## config.mk

```make
export PLATFORM = sky130hd
export DESIGN_NAME = feistel8_block_mode_decrypt
export DESIGN_NICKNAME = d
export VERILOG_FILES = /design/src/rtl/core/fbmd_pkg.sv /design/src/rtl/core/fbmd_cell.sv /design/src/rtl/core/feistel8_block_mode_decrypt.sv
export SDC_FILE = /design/constraint.sdc
export NUM_CORES = 1
export LEC_CHECK = 0
export ABC_AREA = 0
export BUFFER_PORTS_ARGS = -buffer_cell sky130_fd_sc_hd__buf_4
export CAP_MARGIN = 20
export CORE_MARGIN = 2
export CORE_UTILIZATION = 42
export CTS_CLUSTER_SIZE = 30
export DETAILED_ROUTE_END_ITERATION = 10
export GPL_TIMING_DRIVEN = 0
export PLACE_DENSITY = 0.62
export SKIP_CTS_REPAIR_TIMING = 1
export SYNTH_ARGS = -nofsm -noshare
export SYNTH_HDL_FRONTEND = slang
export SYNTH_HIERARCHICAL = 1
export SYNTH_SLANG_ARGS = --single-unit
```

## constraint.sdc

```tcl
create_clock -name i_clk -period 8.8 [get_ports i_clk]
set_input_delay 0.88 -clock i_clk [delete_from_list [all_inputs] [get_ports i_clk]]
set_output_delay 0.88 -clock i_clk [all_outputs]
set_load 0.01 [all_outputs]
```

## src/rtl/core/fbmd_pkg.sv

```systemverilog
// ----------------------------------------------------------------------------
// fbmd_pkg
// Types, register indexes and the round function shared by the Feistel
// decryptor and its round cells.
// ----------------------------------------------------------------------------
package fbmd_pkg;

    typedef enum logic [1:0] {
        F_OR_XOR_RSH = 2'd0,
        F_XOR_AND_KSH = 2'd1,
        F_OR_XOR_KSH = 2'd2,
        F_XOR_AND_RSH = 2'd3
    } t_fvar;

    typedef enum logic [1:0] {
        MODE_ECB = 2'd0,
        MODE_CBC = 2'd1,
        MODE_CFB = 2'd2,
        MODE_CTR = 2'd3
    } t_mode;

    localparam int CFG_IDX_W = 3;
    localparam int CFG_DATA_W = 8;

    localparam logic [CFG_IDX_W-1:0] CFG_F_VARIANT = 3'd0;
    localparam logic [CFG_IDX_W-1:0] CFG_CHAIN_MODE = 3'd1;
    localparam logic [CFG_IDX_W-1:0] CFG_KEY_ONE = 3'd2;
    localparam logic [CFG_IDX_W-1:0] CFG_KEY_TWO = 3'd3;
    localparam logic [CFG_IDX_W-1:0] CFG_KEY_THREE = 3'd4;

    localparam logic [7:0] KEY_ONE_RST = 8'd217;
    localparam logic [7:0] KEY_TWO_RST = 8'd108;
    localparam logic [7:0] KEY_THREE_RST = 8'd80;

    localparam int NUM_ROUNDS = 3;

    // p/q halves in flight, the final xor mask and the direction
    typedef struct packed {
        logic [7:0] p;
        logic [7:0] q;
        logic [7:0] mask_l;
        logic [7:0] mask_r;
        logic       enc;
    } t_item;

    function automatic logic [7:0] round_f(input t_fvar v, input logic [7:0] r,
                                           input logic [7:0] k);
        logic [7:0] res;
        unique case (v)
            F_OR_XOR_RSH:  res = (r | k) ^ ((r >> 4) & k);
            F_XOR_AND_KSH: res = (r ^ k) & ((k >> 4) | r);
            F_OR_XOR_KSH:  res = (r | k) ^ ((k >> 4) & r);
            F_XOR_AND_RSH: res = (r ^ k) & ((r >> 4) | k);
        endcase
        return res;
    endfunction

endpackage

```

## src/rtl/core/fbmd_cell.sv

```systemverilog
// ----------------------------------------------------------------------------
// fbmd_cell
// One registered Feistel round: (p, q) becomes (q, p ^ F(q, k)), with the
// key picked by the direction that travels with the block.
// ----------------------------------------------------------------------------
module fbmd_cell (
    input  logic               i_clk,
    input  logic               i_rst_n,
    input  fbmd_pkg::t_fvar    i_fvar,
    input  logic [7:0]         i_key_enc,
    input  logic [7:0]         i_key_dec,
    input  logic               i_valid,
    input  fbmd_pkg::t_item    i_item,
    output logic               o_ready,
    output logic               o_valid,
    output fbmd_pkg::t_item    o_item,
    input  logic               i_ready
);
    import fbmd_pkg::*;

    logic       r_valid;
    t_item      r_item;
    t_item      n_item;
    logic [7:0] key;

    always_comb begin
        key = i_item.enc ? i_key_enc : i_key_dec;
        n_item = i_item;
        n_item.p = i_item.q;
        n_item.q = i_item.p ^ round_f(i_fvar, i_item.q, key);
    end

    assign o_ready = !r_valid || i_ready;

    always_ff @(posedge i_clk) begin
        if (!i_rst_n) begin
            r_valid <= 1'b0;
        end else if (o_ready) begin
            r_valid <= i_valid;
        end
    end

    always_ff @(posedge i_clk) begin
        if (o_ready && i_valid) begin
            r_item <= n_item;
        end
    end

    assign o_valid = r_valid;
    assign o_item = r_item;

endmodule

```

## src/rtl/core/feistel8_block_mode_decrypt.sv

```systemverilog
// ----------------------------------------------------------------------------
// feistel8_block_mode_decrypt
// Streaming decryptor for a 16-bit, 3-round Feistel cipher in ECB, CBC, CFB
// or counter mode.
//
// Input channel: i_valid / o_stall carry one ciphertext block per request
// (i_cipher_left, i_cipher_right, i_first_block). Output channel:
// o_valid / i_stall carry one plaintext block (o_plain_left, o_plain_right).
// In CBC and CFB a request with i_first_block set loads the IV and gives no
// output; every other request gives exactly one output, in order.
// Chaining state and the counter are updated as a request is taken, so a
// new request can be taken on every clock while o_stall is low. The three
// rounds run in a row of three registered round cells followed by an
// output register; throughput is one block per cycle unless stalled.
// When the receiver stalls, the output register holds its block and the
// cells keep filling; o_stall rises only once every cell is full.
// Reset (synchronous, active low) empties the pipeline, clears the chaining
// state and the counter and loads the default round keys and modes.
// Configuration is written through i_cfg_we / i_cfg_idx / i_cfg_data while
// no blocks are in flight.
// ----------------------------------------------------------------------------
module feistel8_block_mode_decrypt (
    input  logic                           i_clk,
    input  logic                           i_rst_n,
    input  logic                           i_cfg_we,
    input  logic [fbmd_pkg::CFG_IDX_W-1:0] i_cfg_idx,
    input  logic [fbmd_pkg::CFG_DATA_W-1:0] i_cfg_data,
    input  logic                           i_valid,
    output logic                           o_stall,
    input  logic [7:0]                     i_cipher_left,
    input  logic [7:0]                     i_cipher_right,
    input  logic                           i_first_block,
    output logic                           o_valid,
    input  logic                           i_stall,
    output logic [7:0]                     o_plain_left,
    output logic [7:0]                     o_plain_right
);
    import fbmd_pkg::*;

    t_fvar      r_fvar;
    t_mode      r_mode;
    logic [7:0] r_key [NUM_ROUNDS];
    logic [7:0] r_chain_l;
    logic [7:0] r_chain_r;
    logic [7:0] r_idx;
    logic       r_out_valid;
    logic [7:0] r_pl;
    logic [7:0] r_pr;

    logic       accept;
    logic       gives_out;
    logic [7:0] idx_eff;
    logic [7:0] ctr_a;
    t_item      in_item;

    logic       c_valid [NUM_ROUNDS+1];
    t_item      c_item  [NUM_ROUNDS+1];
    logic       c_ready [NUM_ROUNDS+1];
    logic       out_ready;

    // configuration
    always_ff @(posedge i_clk) begin
        if (!i_rst_n) begin
            r_fvar <= F_OR_XOR_KSH;
            r_mode <= MODE_ECB;
            r_key[0] <= KEY_ONE_RST;
            r_key[1] <= KEY_TWO_RST;
            r_key[2] <= KEY_THREE_RST;
        end else if (i_cfg_we) begin
            unique case (i_cfg_idx)
                CFG_F_VARIANT:  r_fvar <= t_fvar'(i_cfg_data[1:0]);
                CFG_CHAIN_MODE: r_mode <= t_mode'(i_cfg_data[1:0]);
                CFG_KEY_ONE:    r_key[0] <= i_cfg_data;
                CFG_KEY_TWO:    r_key[1] <= i_cfg_data;
                CFG_KEY_THREE:  r_key[2] <= i_cfg_data;
                default: ;
            endcase
        end
    end

    assign accept = i_valid && !o_stall;
    assign idx_eff = i_first_block ? 8'd0 : r_idx;
    assign ctr_a = round_f(r_fvar, idx_eff, r_key[0]);

    // block preparation for the first cell
    always_comb begin
        in_item.p = i_cipher_left;
        in_item.q = i_cipher_right;
        in_item.mask_l = 8'd0;
        in_item.mask_r = 8'd0;
        in_item.enc = 1'b0;
        gives_out = 1'b1;
        unique case (r_mode)
            MODE_ECB: begin
            end
            MODE_CBC: begin
                in_item.mask_l = r_chain_l;
                in_item.mask_r = r_chain_r;
                gives_out = !i_first_block;
            end
            MODE_CFB: begin
                in_item.p = r_chain_l;
                in_item.q = r_chain_r;
                in_item.mask_l = i_cipher_left;
                in_item.mask_r = i_cipher_right;
                in_item.enc = 1'b1;
                gives_out = !i_first_block;
            end
            MODE_CTR: begin
                in_item.p = ctr_a;
                in_item.q = ctr_a;
                in_item.mask_l = i_cipher_left;
                in_item.mask_r = i_cipher_right;
                in_item.enc = 1'b1;
            end
        endcase
    end

    // chaining state and counter
    always_ff @(posedge i_clk) begin
        if (!i_rst_n) begin
            r_chain_l <= 8'd0;
            r_chain_r <= 8'd0;
            r_idx <= 8'd0;
        end else if (accept) begin
            unique case (r_mode)
                MODE_ECB: r_idx <= idx_eff;
                MODE_CBC, MODE_CFB: begin
                    r_chain_l <= i_cipher_left;
                    r_chain_r <= i_cipher_right;
                end
                MODE_CTR: r_idx <= idx_eff + 8'd1;
            endcase
        end
    end

    // row of round cells
    assign c_valid[0] = i_valid && gives_out;
    assign c_item[0] = in_item;
    assign o_stall = !c_ready[0];

    for (genvar g = 0; g < NUM_ROUNDS; g++) begin : g_cell
        fbmd_cell u_cell (
            .i_clk     (i_clk),
            .i_rst_n   (i_rst_n),
            .i_fvar    (r_fvar),
            .i_key_enc (r_key[g]),
            .i_key_dec (r_key[NUM_ROUNDS-1-g]),
            .i_valid   (c_valid[g]),
            .i_item    (c_item[g]),
            .o_ready   (c_ready[g]),
            .o_valid   (c_valid[g+1]),
            .o_item    (c_item[g+1]),
            .i_ready   (c_ready[g+1])
        );
    end

    // output register
    assign out_ready = !r_out_valid || !i_stall;
    assign c_ready[NUM_ROUNDS] = out_ready;

    always_ff @(posedge i_clk) begin
        if (!i_rst_n) begin
            r_out_valid <= 1'b0;
        end else if (out_ready) begin
            r_out_valid <= c_valid[NUM_ROUNDS];
        end
    end

    always_ff @(posedge i_clk) begin
        if (out_ready && c_valid[NUM_ROUNDS]) begin
            r_pl <= c_item[NUM_ROUNDS].q ^ c_item[NUM_ROUNDS].mask_l;
            r_pr <= c_item[NUM_ROUNDS].p ^ c_item[NUM_ROUNDS].mask_r;
        end
    end

    assign o_valid = r_out_valid;
    assign o_plain_left = r_pl;
    assign o_plain_right = r_pr;

    // back-pressure reaches the input only with the output full
    a_stall_needs_full: assert property (@(posedge i_clk) disable iff (!i_rst_n)
        o_stall |-> (r_out_valid && i_stall))
        else $error("input stalled with output register free");

    a_ctr_step: assert property (@(posedge i_clk) disable iff (!i_rst_n)
        (accept && r_mode == MODE_CTR && !i_first_block) |=>
        (r_idx == $past(r_idx) + 8'd1))
        else $error("counter did not advance");

    a_chain_load: assert property (@(posedge i_clk) disable iff (!i_rst_n)
        (accept && (r_mode == MODE_CBC || r_mode == MODE_CFB)) |=>
        (r_chain_l == $past(i_cipher_left) && r_chain_r == $past(i_cipher_right)))
        else $error("chaining block not stored");

    a_iv_no_output: assert property (@(posedge i_clk) disable iff (!i_rst_n)
        (accept && i_first_block && (r_mode == MODE_CBC || r_mode == MODE_CFB))
        |=> !c_valid[1] || $past(!c_ready[1]))
        else $error("iv request entered the round cells");

endmodule

```

# ---- After elaboration in Yosys (flattened, before gate mapping)
# Memory sizes are Yosys's and may differ from the RTL's.
# Index checks and enable logic that the tools add are counted.
dict set report word_totals {
  ramBits 24
  output_inout_bits 18
  mem_count 1
  input_bits 33
  reg_bits 146
  word_cells 140
}
# memory depth width read_ports rd_ports_with_merged_regs write_ports line
set mem_list {}
lappend mem_list {r_key 3 8 3 0 3 feistel8_block_mode_decrypt.sv:42} ;# logic [7:0] r_key [NUM_ROUNDS];
dict set report op_classes {
  addsub 1
  n_eq_ne 10
  n_mux 28
  n_reduce_logical 27
  bitwise_logic 48
}
# cell n
set ops {}
lappend ops {{bitwise XOR 8 bit} 17}
lappend ops {{one-hot mux 8 bit (4 select lines)} 4}
lappend ops {{AND 4 x 8 -> 8 bit} 8}
lappend ops {{AND 8 bit} 8}
lappend ops {{OR 4 x 8 -> 8 bit} 8}
lappend ops {{one-hot mux 16 bit (2 select lines)} 2}
lappend ops {{two-way mux 8 bit} 6}
lappend ops {{OR 8 bit} 4}
lappend ops {{one-hot mux 8 bit (2 select lines)} 1}
lappend ops {{two-way mux 1 bit} 15}
lappend ops {{adder 8 x 1 -> 8 bit (second input constant)} 1}
lappend ops {{== test 2 bit (second input constant)} 4}
lappend ops {{AND reduction 2 bit} 4}
lappend ops {{zero test 1 bit} 7}
lappend ops {{== test 3 x 2 -> 1 bit (second input constant)} 2}
lappend ops {{logical AND 1 bit} 6}
lappend ops {{== test 2 x 1 -> 1 bit (second input constant)} 2}
lappend ops {{zero test 2 bit} 2}
lappend ops {{logical OR 1 bit} 4}
lappend ops {{OR reduction 2 bit} 2}
lappend ops {{== test 3 x 1 -> 1 bit (second input constant)} 1}
lappend ops {{== test 3 bit (second input constant)} 1}
lappend ops {{zero test 3 bit} 1}
lappend ops {{OR 1 bit} 3}
lappend ops {{nonzero test 2 bit} 1}

# ---- Logic depth before layout (Yosys ltp)
# Gate-level depths: netlist (run 1).
dict set report logic_depth {
  ltp_word 9
  depth_mapped 12
}

# ---- Modules after synthesis
# The synthesis (run 1) kept the hierarchy.
# module cells_each seq_area_each_um2 instances area_each_um2
set by_module_without_submodules {}
lappend by_module_without_submodules {fbmd_cell 154 1011.0 3 1913.1}
lappend by_module_without_submodules {feistel8_block_mode_decrypt 390 1781.7 1 3716.1}

# ---- Worst setup path before layout (run 1)
# Ideal clock, no wire load.
dict set report synth_path {
  path_type {input port to flip-flop}
  start {input port i_first_block}
  end {register g_cell[0].u_cell.r_item, in the netlist g_cell[0].u_cell/o_item[17] (data pin)}
  stages 11
  arrival_ps 2885
  required_ps 8528
  setup_time_ps 272
  slack_ps 5643
  cell_sequence {buf_2 nand2b_1 ha_1 nand2_1 a21oi_1 o21a_1 a221o_1 nand2b_1 o221ai_2 mux2i_1 or4b_1}
}
# element line
set synth_lines {}
lappend synth_lines {{from (decl)} feistel8_block_mode_decrypt.sv:32} ;# input logic i_first_block,
lappend synth_lines {{to (signal assigned)} fbmd_cell.sv:45} ;# r_item <= n_item;
lappend synth_lines {{to (decl)} fbmd_cell.sv:22} ;# t_item r_item;

==> results of run 1 <==
==> cell type report <==
cell class,count,area (um2)
fillers,1966,11200
flip-flops and latches,170,4780
multi-input cells,570,4180
clock buffers,19,433
repair buffers,53,415
well taps,280,350
inverters,65,244
plain buffers,46,219
clock inverters,13,130
==> worst min-delay path by stage <==
stage                                          start                                    end  slack (ns)  depth (start not counted)
3_3_place_gp   g_cell[1].u_cell/o_item[13]$_DFFE_PP_  g_cell[2].u_cell/o_item[13]$_DFFE_PP_        0.40                          0
6_report       g_cell[0].u_cell/o_item[15]$_DFFE_PP_  g_cell[1].u_cell/o_item[15]$_DFFE_PP_        0.41                          0
2_1_floorplan  g_cell[0].u_cell/o_item[10]$_DFFE_PP_  g_cell[1].u_cell/o_item[10]$_DFFE_PP_        0.40                          0
3_5_place_dp   g_cell[1].u_cell/o_item[15]$_DFFE_PP_  g_cell[2].u_cell/o_item[15]$_DFFE_PP_        0.40                          0
5_1_grt        g_cell[0].u_cell/o_item[15]$_DFFE_PP_  g_cell[1].u_cell/o_item[15]$_DFFE_PP_        0.42                          0
4_1_cts        g_cell[0].u_cell/o_item[15]$_DFFE_PP_  g_cell[1].u_cell/o_item[15]$_DFFE_PP_        0.41                          0
==> where the power goes <==
part           leakage [uW]  switching, uW  internal [uW]
combinational       0.00220            129            109
sequential          0.00158           29.4            915
clock              0.000267            351            376
total               0.00404            509           1400
==> worst max-delay path, delay by kind of cell, from the launching register on <==
kind | cells | cell delay (ns)
compound gates | 3 | 0.68
flops | 1 | 0.36
buf+inv | 4 | 0.84
fa+ha+maj | 2 | 0.45
simple gates | 3 | 0.96
==> sequential cells by signal (all words and copies together) (netlist names) <==
name and count:
r_idx 8, o_plain_right 8, r_mode 2, g_cell.u_cell/o_valid 3, r_fvar 2, r_chain_r 8
o_plain_left 8, g_cell.u_cell/o_item 98, r_key 24, r_chain_l 8, o_valid 1
==> metrics by stage <==
| step | area (um2) | power (uW) | worst slack (ns) |
|---|---|---|---|
| floorplan | 9430 | 1120 | 5.64 |
| CTS | 10700 | 1920 | 5.28 |
| global route | 10800 | 1980 | 5.04 |
| global placement | 10200 | 1190 | 5.13 |
| detailed placement | 10200 | 1200 | 5.14 |
| finish | 10800 | 1910 | 5.23 |
==> metal layers <==
metal	GRT usage, %	wire [um]
met1	25.8	10200
met2	31.0	10400
met3	3.80	870
met4	5.38	356
met5	0	0
==> run metrics, run 1 <==
CP Launch Type flip-flop; Pwr per Cell Area 177 mW/mm2; die width 154 um; Starting Density 42.9%; Via density 5.46; critical path class reg2reg; non-filler cells, final 1216; Boundary Pins 51; Fmax 0.280 GHz; Max FO, Critical Path 10; fin crit period 3.57 ns; # rows 54; share of layout cells above drive strength 1 15.5%; Leak 0.00404 uW; GRT overflow 0; max incr delay on CP 0.44 ns; Worst-Skew Late Latency 0.44 ns; final hold vios 0; Max VDD drop 0.000124 V; Root Buffer clkbuf_16; vias in the first global route 6222; Worst Max-Slew Pin Slew 0.873 ns; kind of end point of the critical path flip-flop; Starting DRT DRC Count 515; total number of vias 6636; synthesized instance count 851; WP data required 8.99 ns; largest net degree at the start of global routing 34; Worst R2R Start r_mode[0]$_SDFFE_PN0P_; HPWL after DPL 16200 um; area grow syn2layout 14.1%; DRT Wirelength 21800 um; DR pass1 iterations 5; Warnings, synthesis 6; Sink Count 170; status complete, no violations; CTS tree done; WL per Instance 17.9 um; initial antenna violation count 0; GRT Overall Usage 19.0%; ant diodes 0; class of the worst hold path reg2reg; post-placement cell count 1182; Mapped Nets 920; worst reg2reg endpoint g_cell[0].u_cell/o_item[17]$_DFFE_PP_; unrepaired setup endpoints after global routing no; CP max stage cell clkbuf_1; Final setup viols 0; Die Area 0.0237 mm2; Final Max Tran Viols 0; Setup Skew 0.00907 ns; syn avg cell area 11.1 um2; Slew headroom 41.8%; CP cell instances inv_1 -> ha_1 -> clkbuf_1 -> nor2_2 -> clkbuf_1 -> a22oi_1 -> o211ai_1 -> inv_1 -> ha_1 -> and3b_1 -> o21ai_0 -> or4b_1; core area 0.0220 mm2; fin util 49.0%; minimum hold slack 0.415 ns; post-synthesis cell area 0.00943 mm2; Final #Nets 992; Register-to-Register Setup Slack 5.23 ns; Inserted Clock Buffers 17; DRC violations left 0; Fin Setup TNS 0 ns; DRT antenna net count 0; Die H 154 um; clk buf depth 2; htree depth 4; Critical Path Sink g_cell[0].u_cell/o_item[17]$_DFFE_PP_; max-cap check violation count 0; crit path from r_mode[0]$_SDFFE_PN0P_; most common cell after layout, fill and taps aside edfxtp_1; fin crit share 40.6%; gpl congestion 0.908; first-pass GRT wire length 34500 um; clk slew on worst S/H paths 0.07 ns; Worst Path Arrival 3.76 ns; commonest cells after routing, fill and taps aside edfxtp_1 (138), inv_1 (64), nor2_1 (61), nand2_1 (61), buf_4 (50); r2r worst-path depth 12; number of I/O port buffers 50
Note: power is estimated with default switching activity, not from simulation.
==> inputs of run 2 (changes only) <==
--- a/config.mk
+++ b/config.mk
@@ -5,7 +5,7 @@
 export SDC_FILE = /design/constraint.sdc
 export NUM_CORES = 1
 export LEC_CHECK = 0
-export ABC_AREA = 0
+export ABC_AREA = 1
 export BUFFER_PORTS_ARGS = -buffer_cell sky130_fd_sc_hd__buf_4
 export CAP_MARGIN = 20
 export CORE_MARGIN = 2
@@ -13,7 +13,7 @@
 export CTS_CLUSTER_SIZE = 30
 export DETAILED_ROUTE_END_ITERATION = 10
 export GPL_TIMING_DRIVEN = 0
-export PLACE_DENSITY = 0.62
+export PLACE_DENSITY = 0.65
 export SKIP_CTS_REPAIR_TIMING = 1
 export SYNTH_ARGS = -nofsm -noshare
 export SYNTH_HDL_FRONTEND = slang
==> constraint.sdc (replaced) <==
create_clock -name i_clk -period 3.2 [get_ports i_clk]
set_input_delay 0.32 -clock i_clk [delete_from_list [all_inputs] [get_ports i_clk]]
set_output_delay 0.32 -clock i_clk [all_outputs]
set_load 0.01 [all_outputs]
==> run 2 against run 1 <==
  * Clock power grew to 2.9 times the previous value
  * Combinational power grew to 2.9 times the previous value
  * Hold slack worse by 0.26 ns
  * Synthesized area is 5.2% lower
  * Largest cell class unchanged
  * Clock skew is 0.0048 ns higher
==> run metrics, run 2 <==
worst reg2reg endpoint g_cell[0].u_cell/o_item[24]$_DFFE_PP_; Boundary Pins 51; ant diodes 0; gpl congestion 0.936; Switching Share 28.0%; post-placement cell count 1333; Max FO, Critical Path 9; most common cell after layout, fill and taps aside nand2_1; Psw 1520 uW; fin crit period 2.89 ns; Slew headroom 39.9%; r2r worst-path depth 16; Warnings, synthesis 6; share of layout cells above drive strength 1 13.0%; Worst R2R Start r_mode[0]$_SDFFE_PN0P_; Final #Nets 1147; Register-to-Register Setup Slack 0.31 ns; kind of end point of the critical path flip-flop; number of I/O port buffers 50; CTS tree done; synthesized instance count 1005; Fmax 0.346 GHz; DRT antenna net count 0; WP data required 3.37 ns; Fillers 1972; DRC violations left 0; final hold vios 0; max incr delay on CP 0.36 ns; Mapped Nets 1074; commonest cells after routing, fill and taps aside nand2_1 (288), edfxtp_1 (138), inv_1 (129), nand3_1 (84), a21oi_1 (78); Worst Hold Launch i_cfg_data[5]; GRT overflow 0; initial antenna violation count 0; fin crit share 90.3%; Root Buffer clkbuf_16; Via density 5.17; die width 150 um; Worst Hold Path EP r_key[0][13]$_SDFFCE_PP1P_; DR pass1 iterations 6; CP Launch Type flip-flop; # rows 53; Starting DRT DRC Count 541; HPWL after DPL 15900 um; class of the worst hold path in2reg; Hold Path Depth 3; Gate power share 12.8%; CP max stage cell dfxtp_1; post-synthesis cell area 0.00894 mm2; minimum hold slack 0.155 ns; max-cap check violation count 0; Final Max Tran Viols 0; Die H 150 um; DRT Wirelength 21200 um; Pwr per Cell Area 523 mW/mm2; clk buf depth 2; Worst Path Arrival 3.06 ns; status complete, no violations; Sink Count 170; largest net degree at the start of global routing 32; max FFs per register 98; Final setup viols 0; clk slew on worst S/H paths 0.08 ns; non-filler cells, final 1366; unrepaired setup endpoints after global routing no; critical path class reg2reg; vias in the first global route 6292; Worst Max-Slew Pin Slew 0.902 ns; WL per Instance 15.5 um; core area 0.0210 mm2; Setup Skew 0.0139 ns; sequential power share 47.9%; syn avg cell area 8.90 um2; Int Power 3930 uW; Starting Density 42.7%; GRT Overall Usage 19.2%; Die Area 0.0225 mm2; Leak 0.00448 uW; clock power share 39.3%; first-pass GRT wire length 32700 um; CP cell instances inv_1 -> ha_1 -> buf_2 -> nor2_2 -> inv_1 -> buf_4 -> inv_4 -> nand2_1 -> nand2_1 -> inv_1 -> ha_1 -> nand2_1 -> a21oi_1 -> o21ai_0 -> o21ai_0 -> xor2_1; Inserted Clock Buffers 17; area grow syn2layout 16.5%; Worst-Skew Late Latency 0.43 ns; htree depth 4; Reg area 0.00479 mm2; total number of vias 7066; area of the multi-input gates 0.00349 mm2; Max VDD drop 0.000401 V
run 2: routing by layer:
layer  vias up  share of wire [%]  GRT usage [%]
met1      3283                 44           26.1
met4         0                2.4           6.75
met3        33                6.6           3.87
met2       237                 47           30.5
li1       3513                  -              -
met5         -                  0              0
run 2: per-stage QoR:
stage	setup TNS [ns]	cell area, um2	setup WS (ns)	utilization [%]	power (uW)
2_1_floorplan	0	8940	0.578	-	3110
3_3_place_gp	-19.70	9660	-0.602	46.1	3320
3_5_place_dp	0	9760	0.102	46.6	3350
4_1_cts	0	10400	0.0889	49.7	5480
5_1_grt	0	10400	0.0920	49.7	5670
6_report	0	10400	0.312	49.7	5450
run 2: layout make-up:
cell class	instances	area share [%]
sequential	170	46.0
multi-input combinational	665	33.5
inverter	144	5.29
timing repair buffer	54	4.30
clock buffer	17	4.09
tap	275	3.30
clock inverter	15	2.08
buffer	26	1.48
run 2: worst max-delay path: cells and delay by family, from the launching register on:
family                     cells  cell delay [ns]
AOI/OAI and AO/OA              3             0.32
xor gates and xnor gates       1             0.09
adders and majority gates      2             0.45
buffers and inverters          6             0.81
DFF                            1             0.36
and+or+nand+nor                4             0.58
run 2: worst max-delay path by stage:
stage / start / endpoint / slack [ns] / depth (start not counted)
3_3_place_gp: i_stall / g_cell[1].u_cell/o_item[28]$_DFFE_PP_ / -0.60 / 6
2_1_floorplan: o_valid$_SDFFE_PN0N_ / g_cell[1].u_cell/o_item[0]$_DFFE_PP_ / 0.58 / 5
6_report: r_mode[0]$_SDFFE_PN0P_ / g_cell[0].u_cell/o_item[24]$_DFFE_PP_ / 0.31 / 16
4_1_cts: r_fvar[0]$_SDFFE_PN0P_ / g_cell[0].u_cell/o_item[24]$_DFFE_PP_ / 0.09 / 13
5_1_grt: r_mode[0]$_SDFFE_PN0P_ / g_cell[0].u_cell/o_item[21]$_DFFE_PP_ / 0.09 / 16
3_5_place_dp: r_fvar[0]$_SDFFE_PN0P_ / g_cell[0].u_cell/o_item[24]$_DFFE_PP_ / 0.10 / 13
run 2: power groups by stage:
stage                     combinational [uW]  clock (uW)  sequential (uW)
final                                    696        2140             2610
after global routing                     788        2260             2620
after CTS                                693        2180             2610
after detailed placement                 686           0             2660
after global placement                   656           0             2660
after floorplan                          476           0             2630
